$ cat src/hdl/otdl_pkg.sv
`default_nettype none
package otdl_pkg;

  localparam int MAX_POINTS_DEF = 64;
  localparam int DIST_BITS_DEF  = 16;

  localparam int PT_W      = 6;
  localparam int PC_W      = 7;
  localparam int IN_DIST_W = 16;
  localparam int LEN_W     = 22;
  localparam int MASK_W    = 64;
  localparam int CHUNK_W   = 8;
  localparam int NCHUNK    = MASK_W / CHUNK_W;
  localparam int CIDX_W    = $clog2(NCHUNK);
  localparam int SUB_W     = $clog2(CHUNK_W);

  localparam logic [LEN_W-1:0] LEN_MAX  = {LEN_W{1'b1}};
  localparam logic [PC_W-1:0]  PC_RESET = 7'd6;

  localparam logic OP_WRITE = 1'b0;
  localparam logic OP_PATH  = 1'b1;

  typedef enum logic [2:0] {
    ST_IDLE,
    ST_SCAN,
    ST_READ,
    ST_ACC,
    ST_CLOSE_READ,
    ST_CLOSE_ACC,
    ST_OUT
  } state_t;

  typedef struct packed {
    logic                 operation;
    logic [PT_W-1:0]      from_point;
    logic [PT_W-1:0]      to_point;
    logic [IN_DIST_W-1:0] distance_value;
    logic [PT_W-1:0]      ordinal;
    logic                 last_element;
  } in_item_t;

  typedef struct packed {
    logic [PT_W-1:0]  visited_point;
    logic [LEN_W-1:0] running_length;
    logic             path_done;
    logic             new_best;
    logic [LEN_W-1:0] best_length;
    logic             bad_ordinal;
  } out_item_t;

  typedef struct packed {
    logic            start;
    logic [PT_W-1:0] k;
  } kth_ctl_t;

  typedef struct packed {
    logic            done;
    logic [PT_W-1:0] point;
  } kth_res_t;

endpackage
`default_nettype wire

$ cat src/hdl/otdl_kth.sv
`default_nettype none
// k-th set bit of the mask, one chunk per cycle
module otdl_kth (
  input  wire logic                         clk,
  input  wire logic                         rst_n,
  input  wire otdl_pkg::kth_ctl_t           ctl,
  input  wire logic [otdl_pkg::MASK_W-1:0]  mask,
  output otdl_pkg::kth_res_t                res
);

  logic [otdl_pkg::CIDX_W-1:0]  chunk_r;
  logic [otdl_pkg::PT_W-1:0]    k_r;
  logic                         run_r;
  logic [otdl_pkg::CHUNK_W-1:0] chunk;
  logic [otdl_pkg::SUB_W:0]     cnt;
  logic                         found;
  logic [otdl_pkg::SUB_W-1:0]   pos;

  function automatic logic [otdl_pkg::SUB_W:0] popc(
    input logic [otdl_pkg::CHUNK_W-1:0] c
  );
    logic [otdl_pkg::SUB_W:0] n;
    n = '0;
    for (int i = 0; i < otdl_pkg::CHUNK_W; i++) begin
      n = n + {{otdl_pkg::SUB_W{1'b0}}, c[i]};
    end
    return n;
  endfunction

  function automatic logic [otdl_pkg::SUB_W-1:0] pick(
    input logic [otdl_pkg::CHUNK_W-1:0] c,
    input logic [otdl_pkg::SUB_W-1:0]   k
  );
    logic [otdl_pkg::SUB_W:0]   seen;
    logic [otdl_pkg::SUB_W-1:0] p;
    seen = '0;
    p    = '0;
    for (int i = 0; i < otdl_pkg::CHUNK_W; i++) begin
      if (c[i]) begin
        if (seen == {1'b0, k}) begin
          p = otdl_pkg::SUB_W'(i);
        end
        seen = seen + 1'b1;
      end
    end
    return p;
  endfunction

  always_comb begin
    chunk = mask[chunk_r*otdl_pkg::CHUNK_W +: otdl_pkg::CHUNK_W];
    cnt   = popc(chunk);
    found = k_r < otdl_pkg::PT_W'(cnt);
    pos   = pick(chunk, k_r[otdl_pkg::SUB_W-1:0]);
    res.done  = run_r && found;
    res.point = otdl_pkg::PT_W'({chunk_r, pos});
  end

  always_ff @(posedge clk) begin
    if (!rst_n) begin
      run_r   <= 1'b0;
      chunk_r <= '0;
      k_r     <= '0;
    end else if (ctl.start) begin
      run_r   <= 1'b1;
      chunk_r <= '0;
      k_r     <= ctl.k;
    end else if (run_r) begin
      if (found) begin
        run_r <= 1'b0;
      end else begin
        chunk_r <= chunk_r + 1'b1;
        k_r     <= k_r - otdl_pkg::PT_W'(cnt);
      end
    end
  end

endmodule
`default_nettype wire

$ cat config.mk
export PLATFORM = sky130hd
export DESIGN_NAME = otdl_kth
export DESIGN_NICKNAME = d
export VERILOG_FILES = /design/src/hdl/otdl_pkg.sv /design/src/hdl/otdl_kth.sv
export SDC_FILE = /design/constraint.sdc
export NUM_CORES = 1
export LEC_CHECK = 0
export ABC_AREA = 1
export ABC_CLOCK_PERIOD_IN_PS = 6930
export BUFFER_PORTS_ARGS = -buffer_cell sky130_fd_sc_hd__buf_2
export CAP_MARGIN = 20
export CORE_MARGIN = 2
export CORE_UTILIZATION = 45
export DETAILED_ROUTE_END_ITERATION = 10
export GPL_TIMING_DRIVEN = 0
export PLACE_DENSITY = 0.73
export SYNTH_ARGS = -nofsm -noshare
export SYNTH_HDL_FRONTEND = slang
export SYNTH_SLANG_ARGS = --single-unit
$ cat constraint.sdc
create_clock -name clk -period 6.93 [get_ports clk]
set_input_delay 1.386 -clock clk [delete_from_list [all_inputs] [get_ports clk]]
set_output_delay 1.386 -clock clk [all_outputs]
set_load 0.005 [all_outputs]
# Word level (Yosys, flattened, before mapping)
# Cells that the tools add are included.
op_classes:
  n_addsub: 15
  bitwise: 2
  multipliers: 0
  n_mux: 27
  n_div: 0
  n_eq_ne: 8
  shift: 1
  reduce_logical: 5
  magnitude_cmp: 1
ops:
  columns: ["operator", "count"]
  rows:
  - ["64-bit by 7-bit indexed part select with 8-bit output", 1]
  - ["3-bit two-way mux", 12]
  - ["4-bit by 3-bit == test with 1-bit output", 7]
  - ["4-bit by 1-bit adder with 4-bit output (second input constant)", 6]
  - ["4-bit two-way mux", 6]
  - ["6-bit two-way mux", 3]
  - ["4-bit by 1-bit adder with 4-bit output", 4]
  - ["6-bit by 4-bit less-than comparator with 1-bit output", 1]
  - ["1-bit two-way mux", 6]
  - ["6-bit by 4-bit subtractor with 6-bit output", 1]
  - ["3-bit by 1-bit adder with 4-bit output", 1]
  - ["2-bit AND reduction", 2]
  - ["2-bit by 1-bit adder with 3-bit output", 1]
  - ["3-bit by 1-bit adder with 3-bit output (second input constant)", 1]
  - ["1-bit by 1-bit adder with 2-bit output", 1]
  - ["2-bit inequality test (second input constant)", 1]
  - ["1-bit inverter", 2]
  - ["2-bit nonzero test", 1]
  - ["2-bit OR reduction", 1]
  - ["1-bit logical AND", 1]
totals:
  latch_bits: 0
  register_bits: 10
  inputBits: 73
  romBits: 0
  word_cells: 62
  mem_count: 0
  mem_bits_rw: 0
  output_inout_bits: 7

# Logic depth before layout (Yosys ltp)
# Gate-level depths: netlist of run 1.
depth:
  word_depth: 17
  ltp_mapped: 33
  mapped_depth_nobuf: 29

# Least setup slack after synthesis of run 1
# No wires, ideal clock.
synth_timing:
  path_type: "input port to output port"
  startpoint: "input port mask[8] (netlist bit)"
  endpoint: "output port res[6] (netlist bit)"
  slack_ns: 0.329
  required_ns: 5.544
  t_arrival_ns: 5.215
  path_stages: 21
  cell_sequence: "o21ai_0 > o22ai_1 > nand2_1 > o21a_1 > inv_1 > fa_1 > inv_1 > fa_1 > fa_1 > inv_1 > ha_1 > fa_1 > inv_1 > fa_1 > nand2_1 > inv_1 > o21ai_0 > nand2_1 > nor2_1 > nand2_1 > nor2_1"
synth_rtl:
  columns: ["item", "line_no", "rtl"]
  rows:
  - ["start, declared", "otdl_kth.sv:7", "input wire logic [otdl_pkg::MASK_W-1:0] mask,"]
  - ["end, declared", "otdl_kth.sv:8", "output otdl_pkg::kth_res_t res"]

==> metrics.txt, run 1 <==
status=finished, final reports clean; first-pass GRT wire length=10870 um; sequential fraction of the synthesis area=8.691%; worst hold path class=flip-flop to flip-flop; PortBufs=78; most common cell after layout, fill and taps aside=nand2_1; final cell count without fillers=556; Worst Setup SP=mask[8]; Post-Syn Nets=491; Setup CP Type=input port to output port; RR Endpoint=k_r[4]; critical path's slowest cell=fa_1; deepest clock path buffer count=2; final hold violations=0; cell count after placement=between 500 and 600; Hold Path Cell Cnt=2; async set or reset register ratio after synthesis=0%; initial antenna violation count=0; CTS sink cnt=10; R2R setup slack=1.16 ns; # hold bufs at CTS=0; Crit path top cell by count=fa_1; Slew @ Worst Pin=0.5254 ns; #FFs+latches synth=10; # rows=26; fin. max-slew vios=0; Final Routed Wirelength=6574 um; final setup violating endpoints=0; drt via density=just over 5; overall routing resource usage=23.65%; Area Overhead vs Synth=29.06%; reg2reg path depth=31; DRT iter0 DRCs=107; Clock transition at path regs=approximately 0.050 ns; Clk Tree Root Cell=clkbuf_8; critical-path maximum fanout=2; max-cap violation count=0; DIE HEIGHT=~76 um; EDFF count, synth=0; CTS tree=done; Slew HR=64.84%; antenna cells=0; ys flop type=dfxtp_1; Congestion Overflow GR=0; fin crit share=97.12%; initial core utilization=45.98%; H-tree depth=1; die area=0.005707 mm2; Detail Route Antenna Nets=0; Boundary Pins=80; insertion delay to the later sink of the worst-skew pair=between 0.2 and 0.25 ns; Hold Crit Start=k_r[5]; Final GP Congestion=about 0.9; post-synthesis cell count=399; Mapped Area=roughly 0.0023 mm2; vias post-DR=2850; CP Launch Type=input port; total iterations of the first detailed-routing run=4; Max Freq=0.1486 GHz; Reg2Reg Launch Point=chunk_r[0]; WP data arrival=5.34 ns; pin count of the biggest net entering global routing=11; vias in the first global route=2684; Yosys Warn Count=0; Setup Skew=around 0.0017 ns; Die X=roughly 76 um; Worst Setup End Kind=output port; CORE AREA=about 0.005 mm2; share of layout cells above drive strength 1=34.16%; most frequent cells in the layout=108 x nand2_1, 82 x buf_2, 52 x nor2_1; post-layout minimum cycle time=6.730 ns; Worst Hold End=k_r[5]; nets@finish=between 500 and 600; CP required=5.54 ns; cell breakdown of the critical path=buf_6 -> o21ai_2 -> o22ai_1 -> nand2_1 -> o21a_1 -> inv_2 -> fa_1 -> inv_1 -> fa_1 -> fa_1 -> inv_1 -> ha_2 -> fa_1 -> inv_2 -> fa_2 -> nand2_2 -> inv_2 -> o21ai_1 -> nand2_1 -> nor2_2 -> nand2_1 -> nor2_1 -> buf_2; CTS Buf Count=3; DRC violations left=0; DP HPWL=5355 um; post-synthesis cell type count=38; CP max stage delay=roughly 0.54 ns; post-DR wirelength/cell=11.82 um; Synth Area per Inst=5.773 um2
## critical path, delay by kind of cell
kind | cells | cell delay [ns]
simple gates | 6 | 0.53
buf+inv | 7 | 0.44
fa+ha+maj | 6 | 2.52
compound gates | 4 | 0.44
## per-stage QoR
step	setup TNS (ns)	cell area (um2)	worst slack [ns]	util, %	hold slack [ns]
floorplan	0	2303	0.3292	-	0.4522
global placement	-0.07825	2781	-0.07825	55.52	0.4672
detailed placement	-0.1423	2781	-0.1423	55.52	0.4776
CTS	-0.03625	2863	-0.03625	57.14	0.4844
global route	-0.002824	2973	-0.002824	59.34	0.5075
finish	0	2973	0.1999	59.34	0.4841
## registers in the layout (all words and copies together), names as in the netlist
register  cells
k_r           6
chunk_r       3
run_r         1
## synthesized netlist by cell type, drive strengths merged (5+ instances only)
library cell | count | share of area, %
fa | 5 | 4.3
or2 | 5 | 1.4
inv | 44 | 7.4
a21oi | 7 | 1.5
o21ai | 36 | 8.0
nand3 | 48 | 13
o211ai | 5 | 2.5
buf | 12 | 4.1
nor2 | 55 | 9.0
ha | 14 | 7.6
nand2 | 129 | 23
o22ai | 5 | 1.4
dfxtp | 10 | 8.7
## cell type report
type / count / area, um2
flip-flops and latches: 10 / 200.2
inverters: 45 / 173.9
clock buffers: 3 / 41.29
multi-input cells: 331 / 1924
repair buffers: 84 / 447.9
fillers: 531 / 2037
plain buffers: 13 / 97.59
well taps: 70 / 87.58
## repair_timing
item	CTS	global route
pin swaps	3	13
gates resized for setup	5	31
setup buffers	3	3
setup endpoints to repair	1	4
## worst max path at each step
stage                     endpoint
after global placement      res[6]
after CTS                   res[6]
after detailed placement    res[6]
after global routing        res[6]
after floorplan             res[6]
final                       res[6]
## kinds of logic after synthesis
| kind of cell | Yosys count | synth area share (%) |
|---|---|---|
| buffers and inverters | 58 | 11.79 |
| AO/OA/AOI/OAI | 64 | 17.00 |
| XOR/XNOR | 5 | 1.901 |
| adder cells (fa/ha/maj) | 19 | 11.95 |
| AND/OR/NAND/NOR | 243 | 48.67 |
| flip-flops | 10 | 8.691 |
## layer usage
metal | wire length (um) | up-vias | track usage, %
met4 | 102 | 0 | 7.407
li1 | - | 1479 | -
met3 | 242 | 12 | 1.587
met1 | 2981 | 1283 | 28.80
met2 | 3248 | 76 | 44.06
met5 | 0 | - | 0
Power of run 1 is left out: the tool's default activity adds up to more than one toggle a clock period on the data nets, which glitch-free logic cannot reach.
==> run 2: changes to the inputs <==
- CORE_UTILIZATION: 45 -> 50
- PLACE_DENSITY: 0.73 -> 0.8
==> metrics.txt, run 2 (synthesis gave the netlist of run 1 again) <==
status=finished, final reports clean (unchanged); overall routing resource usage=26.41% (was 23.65%); initial antenna violation count=0 (unchanged); final setup violating endpoints=0 (unchanged); deepest clock path buffer count=2 (unchanged); DRT iter0 DRCs=151 (was 107); Final GP Congestion=0.9302 (was 0.8873); antenna cells=0 (unchanged); fin crit share=98.38% (was 97.12%); Slew @ Worst Pin=0.5686 ns (was 0.5254 ns); CP top delay family=adder cells (unchanged); Detail Route Antenna Nets=0 (unchanged); post-layout util=69.43% (was 59.34%); DRC violations left=0 (unchanged); Clk Tree Root Cell=clkbuf_8 (unchanged); CP Launch Type=input port (unchanged); reg2reg path depth=30 (was 31); RR Endpoint=k_r[4] (unchanged); Clock transition at path regs=0.05 ns (about the same); post-DR wirelength/cell=12.74 um (was 11.82 um); critical-path maximum fanout=2 (unchanged); cell count after placement=529 (was 547); Worst Setup End Kind=output port (unchanged); CTS Buf Count=3 (unchanged); H-tree depth=1 (unchanged); drt via density=5.365 (was 5.126); insertion delay to the later sink of the worst-skew pair=0.24 ns (was 0.23 ns); nets@finish=589 (was 580); final hold violations=0 (unchanged); largest registers=k_r (6), chunk_r (3), run_r (1) (unchanged); fin. max-slew vios=0 (unchanged); RSZ-0062 raised after global routing=yes; CP required=5.54 ns (about the same); Hold WS=0.4950 ns (was 0.4841 ns); DIE HEIGHT=71.88 um (was 75.55 um); Top reg by flops=k_r (unchanged); Setup CP Type=input port to output port (unchanged); pin count of the biggest net entering global routing=11 (unchanged); PortBufs=78 (unchanged); cell breakdown of the critical path=buf_2 -> nor2_2 -> o22ai_1 -> o21ai_1 -> inv_1 -> fa_1 -> inv_2 -> fa_1 -> fa_1 -> inv_2 -> ha_4 -> fa_2 -> inv_2 -> fa_2 -> nand2_2 -> inv_2 -> o21ai_1 -> nand2_1 -> nor2_2 -> nand2_1 -> nor2_1 -> buf_2 (was buf_6 -> o21ai_2 -> o22ai_1 -> nand2_1 -> o21a_1 -> inv_2 -> fa_1 -> inv_1 -> fa_1 -> fa_1 -> inv_1 -> ha_2 -> fa_1 -> inv_2 -> fa_2 -> nand2_2 -> inv_2 -> o21ai_1 -> nand2_1 -> nor2_2 -> nand2_1 -> nor2_1 -> buf_2); # rows=24 (was 26); Crit path top cell by count=inv_2 (was fa_1); initial core utilization=52.54% (was 45.98%); Slew HR=61.96% (was 64.84%); CTS sink cnt=10 (unchanged); DP HPWL=5230 um (was 5355 um); final cell count without fillers=548 (was 556); Boundary Pins=80 (unchanged); critical path's slowest cell=fa_1 (unchanged); Setup Skew=0.001228 ns (was 0.001653 ns); most frequent cells in the layout=110 x nand2_1, 82 x buf_2, 52 x nor2_1 (was 108 x nand2_1, 82 x buf_2, 52 x nor2_1); R2R setup slack=0.97 ns (was 1.16 ns); CP max stage delay=0.55 ns (was 0.54 ns); Final Routed Wirelength=6984 um (was 6574 um); vias post-DR=2940 (was 2850); first-pass GRT wire length=11370 um (was 10870 um); die area=0.005166 mm2 (was 0.005707 mm2); Congestion Overflow GR=0 (unchanged); Area Overhead vs Synth=32.16% (was 29.06%); Worst Path Buf+Inv=7 (unchanged); WP data arrival=5.43 ns (was 5.34 ns); most common cell after layout, fill and taps aside=nand2_1 (unchanged); share of layout cells above drive strength 1=35.69% (was 34.16%); CORE AREA=0.004384 mm2 (was 0.005010 mm2); CTS tree=done (unchanged); worst hold path class=flip-flop to flip-flop (unchanged); total iterations of the first detailed-routing run=5 (was 4); vias in the first global route=2795 (was 2684); Hold Crit Start=k_r[5] (unchanged); Max Freq=0.1467 GHz (was 0.1486 GHz); post-layout minimum cycle time=6.818 ns (was 6.730 ns); max-cap violation count=0 (unchanged); Hold Path Cell Cnt=2 (unchanged); Die X=71.88 um (was 75.55 um); max FFs per register=6 (unchanged); Worst Hold End=k_r[5] (unchanged); Reg2Reg Launch Point=chunk_r[0] (unchanged)
==> run 2: routing by layer <==
metal / share of wire, % / vias up / track usage [%]
met5: 0 / - / 0
met4: 2.6 / 0 / 9.015
met3: 4.0 / 19 / 1.969
met2: 50 / 93 / 49.69
met1: 43 / 1327 / 31.25
li1: - / 1501 / -
==> run 2: tightest hold or removal path: cells and delay by family, from the launching register on <==
family / cells / cell delay (ns)
compound gates: 1 / 0.06
simple gates: 1 / 0.06
flops: 1 / 0.31
==> run 2: cell type report <==
class,count,area (um2)
fill,377,1340
clock buffer,4,55.05
sequential,10,200.2
inverter,45,173.9
tap,52,65.06
buffer,13,97.59
multi-input combinational,331,1937
timing repair buffer,93,515.5
==> run 2: through the flow <==
stage,TNS (ns),area (um2),worst slack (ns)
finish,0,3044,0.1124
global route,-0.05592,3044,-0.04569
CTS,0,2894,0.01431
detailed placement,-0.1034,2759,-0.1034
global placement,-0.08577,2759,-0.08577
floorplan,0,2303,0.3292
==> run 2: how the worst max path moves through the flow <==
stage | startpoint | end | slack, ns | depth (start not counted)
4_1_cts | mask[17] | res[0] | 0.01 | 28
3_3_place_gp | mask[8] | res[6] | -0.09 | 23
6_report | mask[25] | res[6] | 0.11 | 22
5_1_grt | mask[41] | res[6] | -0.05 | 22
2_1_floorplan | mask[8] | res[6] | 0.33 | 21
3_5_place_dp | mask[8] | res[6] | -0.10 | 23
==> run 2: timing repair <==
item | CTS | global route
buffers inserted | 10 | 5
pin swaps | 4 | 22
gates cloned | 0 | 0
hold buffers | 0 | 0
endpoints found under the setup margin | 1 | 4
gates resized for setup | 7 | 32
Power of run 2 is left out for the same reason.
==> run 3: changes to the inputs <==
- PLACE_DENSITY: 0.8 -> unset
- PLACE_DENSITY_LB_ADDON: unset -> 0.25
- RECOVER_POWER: unset -> 50
==> metrics.txt, run 3 (synthesis gave the netlist of run 1 again) <==
status=finished, final reports clean (unchanged); Boundary Pins=80 (unchanged); DRT iter0 DRCs=126 (was 151); max-cap violation count=0 (unchanged); Setup CP Type=input port to output port (unchanged); CTS tree=done (unchanged); initial antenna violation count=0 (unchanged); WP data arrival=5.43 ns (about the same); initial core utilization=52.54% (unchanged); R2R setup slack=1.12 ns (was 0.97 ns); Slew @ Worst Pin=0.5020 ns (was 0.5686 ns); Top reg by flops=k_r (unchanged); first-pass GRT wire length=11120 um (was 11370 um); CP top delay family=adder cells (unchanged); RR Endpoint=k_r[4] (unchanged); # rows=24 (unchanged); Worst Path Buf+Inv=7 (unchanged); CTS sink cnt=10 (unchanged); post-DR wirelength/cell=12.23 um (was 12.74 um); DRC violations left=0 (unchanged); post-layout minimum cycle time=6.815 ns (was 6.818 ns); share of layout cells above drive strength 1=35.17% (was 35.69%); DP HPWL=5271 um (was 5230 um); pin count of the biggest net entering global routing=11 (unchanged); overall routing resource usage=26.27% (was 26.41%); most common cell after layout, fill and taps aside=nand2_1 (unchanged); final cell count without fillers=541 (was 548); Congestion Overflow GR=0 (unchanged); reg2reg path depth=30 (unchanged); Final GP Congestion=0.9129 (was 0.9302); vias in the first global route=2741 (was 2795); Worst Hold End=k_r[5] (unchanged); total iterations of the first detailed-routing run=4 (was 5); Clock transition at path regs=0.05 ns (about the same); fin crit share=98.34% (was 98.38%); CORE AREA=0.004384 mm2 (unchanged); most frequent cells in the layout=109 x nand2_1, 83 x buf_2, 53 x nor2_1 (was 110 x nand2_1, 82 x buf_2, 52 x nor2_1); Hold Crit Start=k_r[5] (unchanged); drt via density=5.414 (was 5.365); critical-path maximum fanout=2 (unchanged); Reg2Reg Launch Point=chunk_r[0] (unchanged); antenna cells=0 (unchanged); insertion delay to the later sink of the worst-skew pair=0.24 ns (about the same); die area=0.005166 mm2 (unchanged); post-layout util=68.12% (was 69.43%); nets@finish=582 (was 589); final setup violating endpoints=0 (unchanged); Slew HR=66.18% (was 61.96%); vias post-DR=2929 (was 2940); Setup Skew=0.004496 ns (was 0.001228 ns); CP Launch Type=input port (unchanged); largest registers=k_r (6), chunk_r (3), run_r (1) (unchanged); Worst Setup End Kind=output port (unchanged); PortBufs=78 (unchanged); H-tree depth=1 (unchanged); final hold violations=0 (unchanged); filler instances=404 (was 377); CP required=5.54 ns (about the same); DIE HEIGHT=71.88 um (unchanged); CTS Buf Count=3 (unchanged); CP max stage delay=0.56 ns (was 0.55 ns); Area Overhead vs Synth=29.66% (was 32.16%); worst hold path class=flip-flop to flip-flop (unchanged); Die X=71.88 um (unchanged); Detail Route Antenna Nets=0 (unchanged); Clk Tree Root Cell=clkbuf_8 (unchanged); fin. max-slew vios=0 (unchanged); Max Freq=0.1467 GHz (about the same); Final Routed Wirelength=6617 um (was 6984 um); critical path's slowest cell=fa_1 (unchanged); RSZ-0062 raised after global routing=yes (unchanged); cell count after placement=529 (unchanged); cell breakdown of the critical path=buf_6 -> o21ai_4 -> o22ai_2 -> o21ai_2 -> inv_2 -> fa_1 -> inv_2 -> fa_1 -> fa_1 -> inv_1 -> ha_2 -> fa_1 -> inv_2 -> fa_2 -> nand2_1 -> inv_2 -> o21ai_2 -> nand2_2 -> nor2_2 -> nand2_1 -> nor2_1 -> buf_2 (was buf_2 -> nor2_2 -> o22ai_1 -> o21ai_1 -> inv_1 -> fa_1 -> inv_2 -> fa_1 -> fa_1 -> inv_2 -> ha_4 -> fa_2 -> inv_2 -> fa_2 -> nand2_2 -> inv_2 -> o21ai_1 -> nand2_1 -> nor2_2 -> nand2_1 -> nor2_1 -> buf_2); max FFs per register=6 (unchanged); deepest clock path buffer count=2 (unchanged); Hold Path Cell Cnt=2 (unchanged)
[run 3: cell count changes in the layout (fill, tap and decap cells not counted), sizes merged]
cell,change
buf,-7
[run 3: worst max-delay path by stage]
stage,start,to,slack [ns],depth (start not counted)
6_report,mask[17],res[6],0.12,22
5_1_grt,mask[17],res[6],-0.08,22
4_1_cts,mask[17],res[6],0.003,22
3_5_place_dp,mask[8],res[6],-0.15,23
3_3_place_gp,mask[8],res[6],-0.06,23
2_1_floorplan,mask[8],res[6],0.33,21
[run 3: repair_timing]
action                                  in CTS  in global routing
hold buffers                                 0                  0
gates cloned                                 0                  0
resized for setup                            6                 33
endpoints found under the setup margin       4                  4
hold endpoints to repair                     0                  0
pin swaps                                    3                 20
setup buffers                                4                  4
[run 3: per-layer routing]
layer  routed length (um)  vias to the layer above  part of all wire [%]  track usage, %
li1                     -                     1487                     -               -
met4                   96                        0                   1.5           11.53
met5                    0                        -                     0               0
met1                 2770                     1350                    42           29.23
met2                 3446                       83                    52           50.10
met3                  304                        9                   4.6           2.391
[run 3: cell type report]
type | instances | area (um2) | area share, %
Tap cell | 52 | 65.06 | 2.178
Timing Repair Buffer | 86 | 456.7 | 15.29
Clock buffer | 4 | 55.05 | 1.843
Inverter | 45 | 173.9 | 5.823
Multi-Input combinational cell | 331 | 1938 | 64.89
Buffer | 13 | 97.59 | 3.268
Sequential cell | 10 | 200.2 | 6.703
[run 3: worst reg2reg max path, delay by kind of cell, from the launching register on]
family,cells,cell delay (ns)
buffers and inverters,11,0.98
flip-flops,1,0.36
adder cells (fa/ha/maj),6,2.61
AND/OR/NAND/NOR,9,1.26
AO/OA/AOI/OAI,4,0.49
[run 3: per-stage QoR]
step | setup WS [ns] | instance area [um2] | hold slack [ns] | setup TNS, ns
after floorplan | 0.3292 | 2303 | 0.4522 | 0
after detailed placement | -0.1487 | 2759 | 0.4788 | -0.1487
after global routing | -0.07666 | 2987 | 0.5055 | -0.07763
after global placement | -0.06417 | 2759 | 0.4672 | -0.06417
after CTS | 0.003181 | 2867 | 0.4865 | 0
final | 0.1150 | 2987 | 0.4818 | 0
Power of run 3 is left out for the same reason.
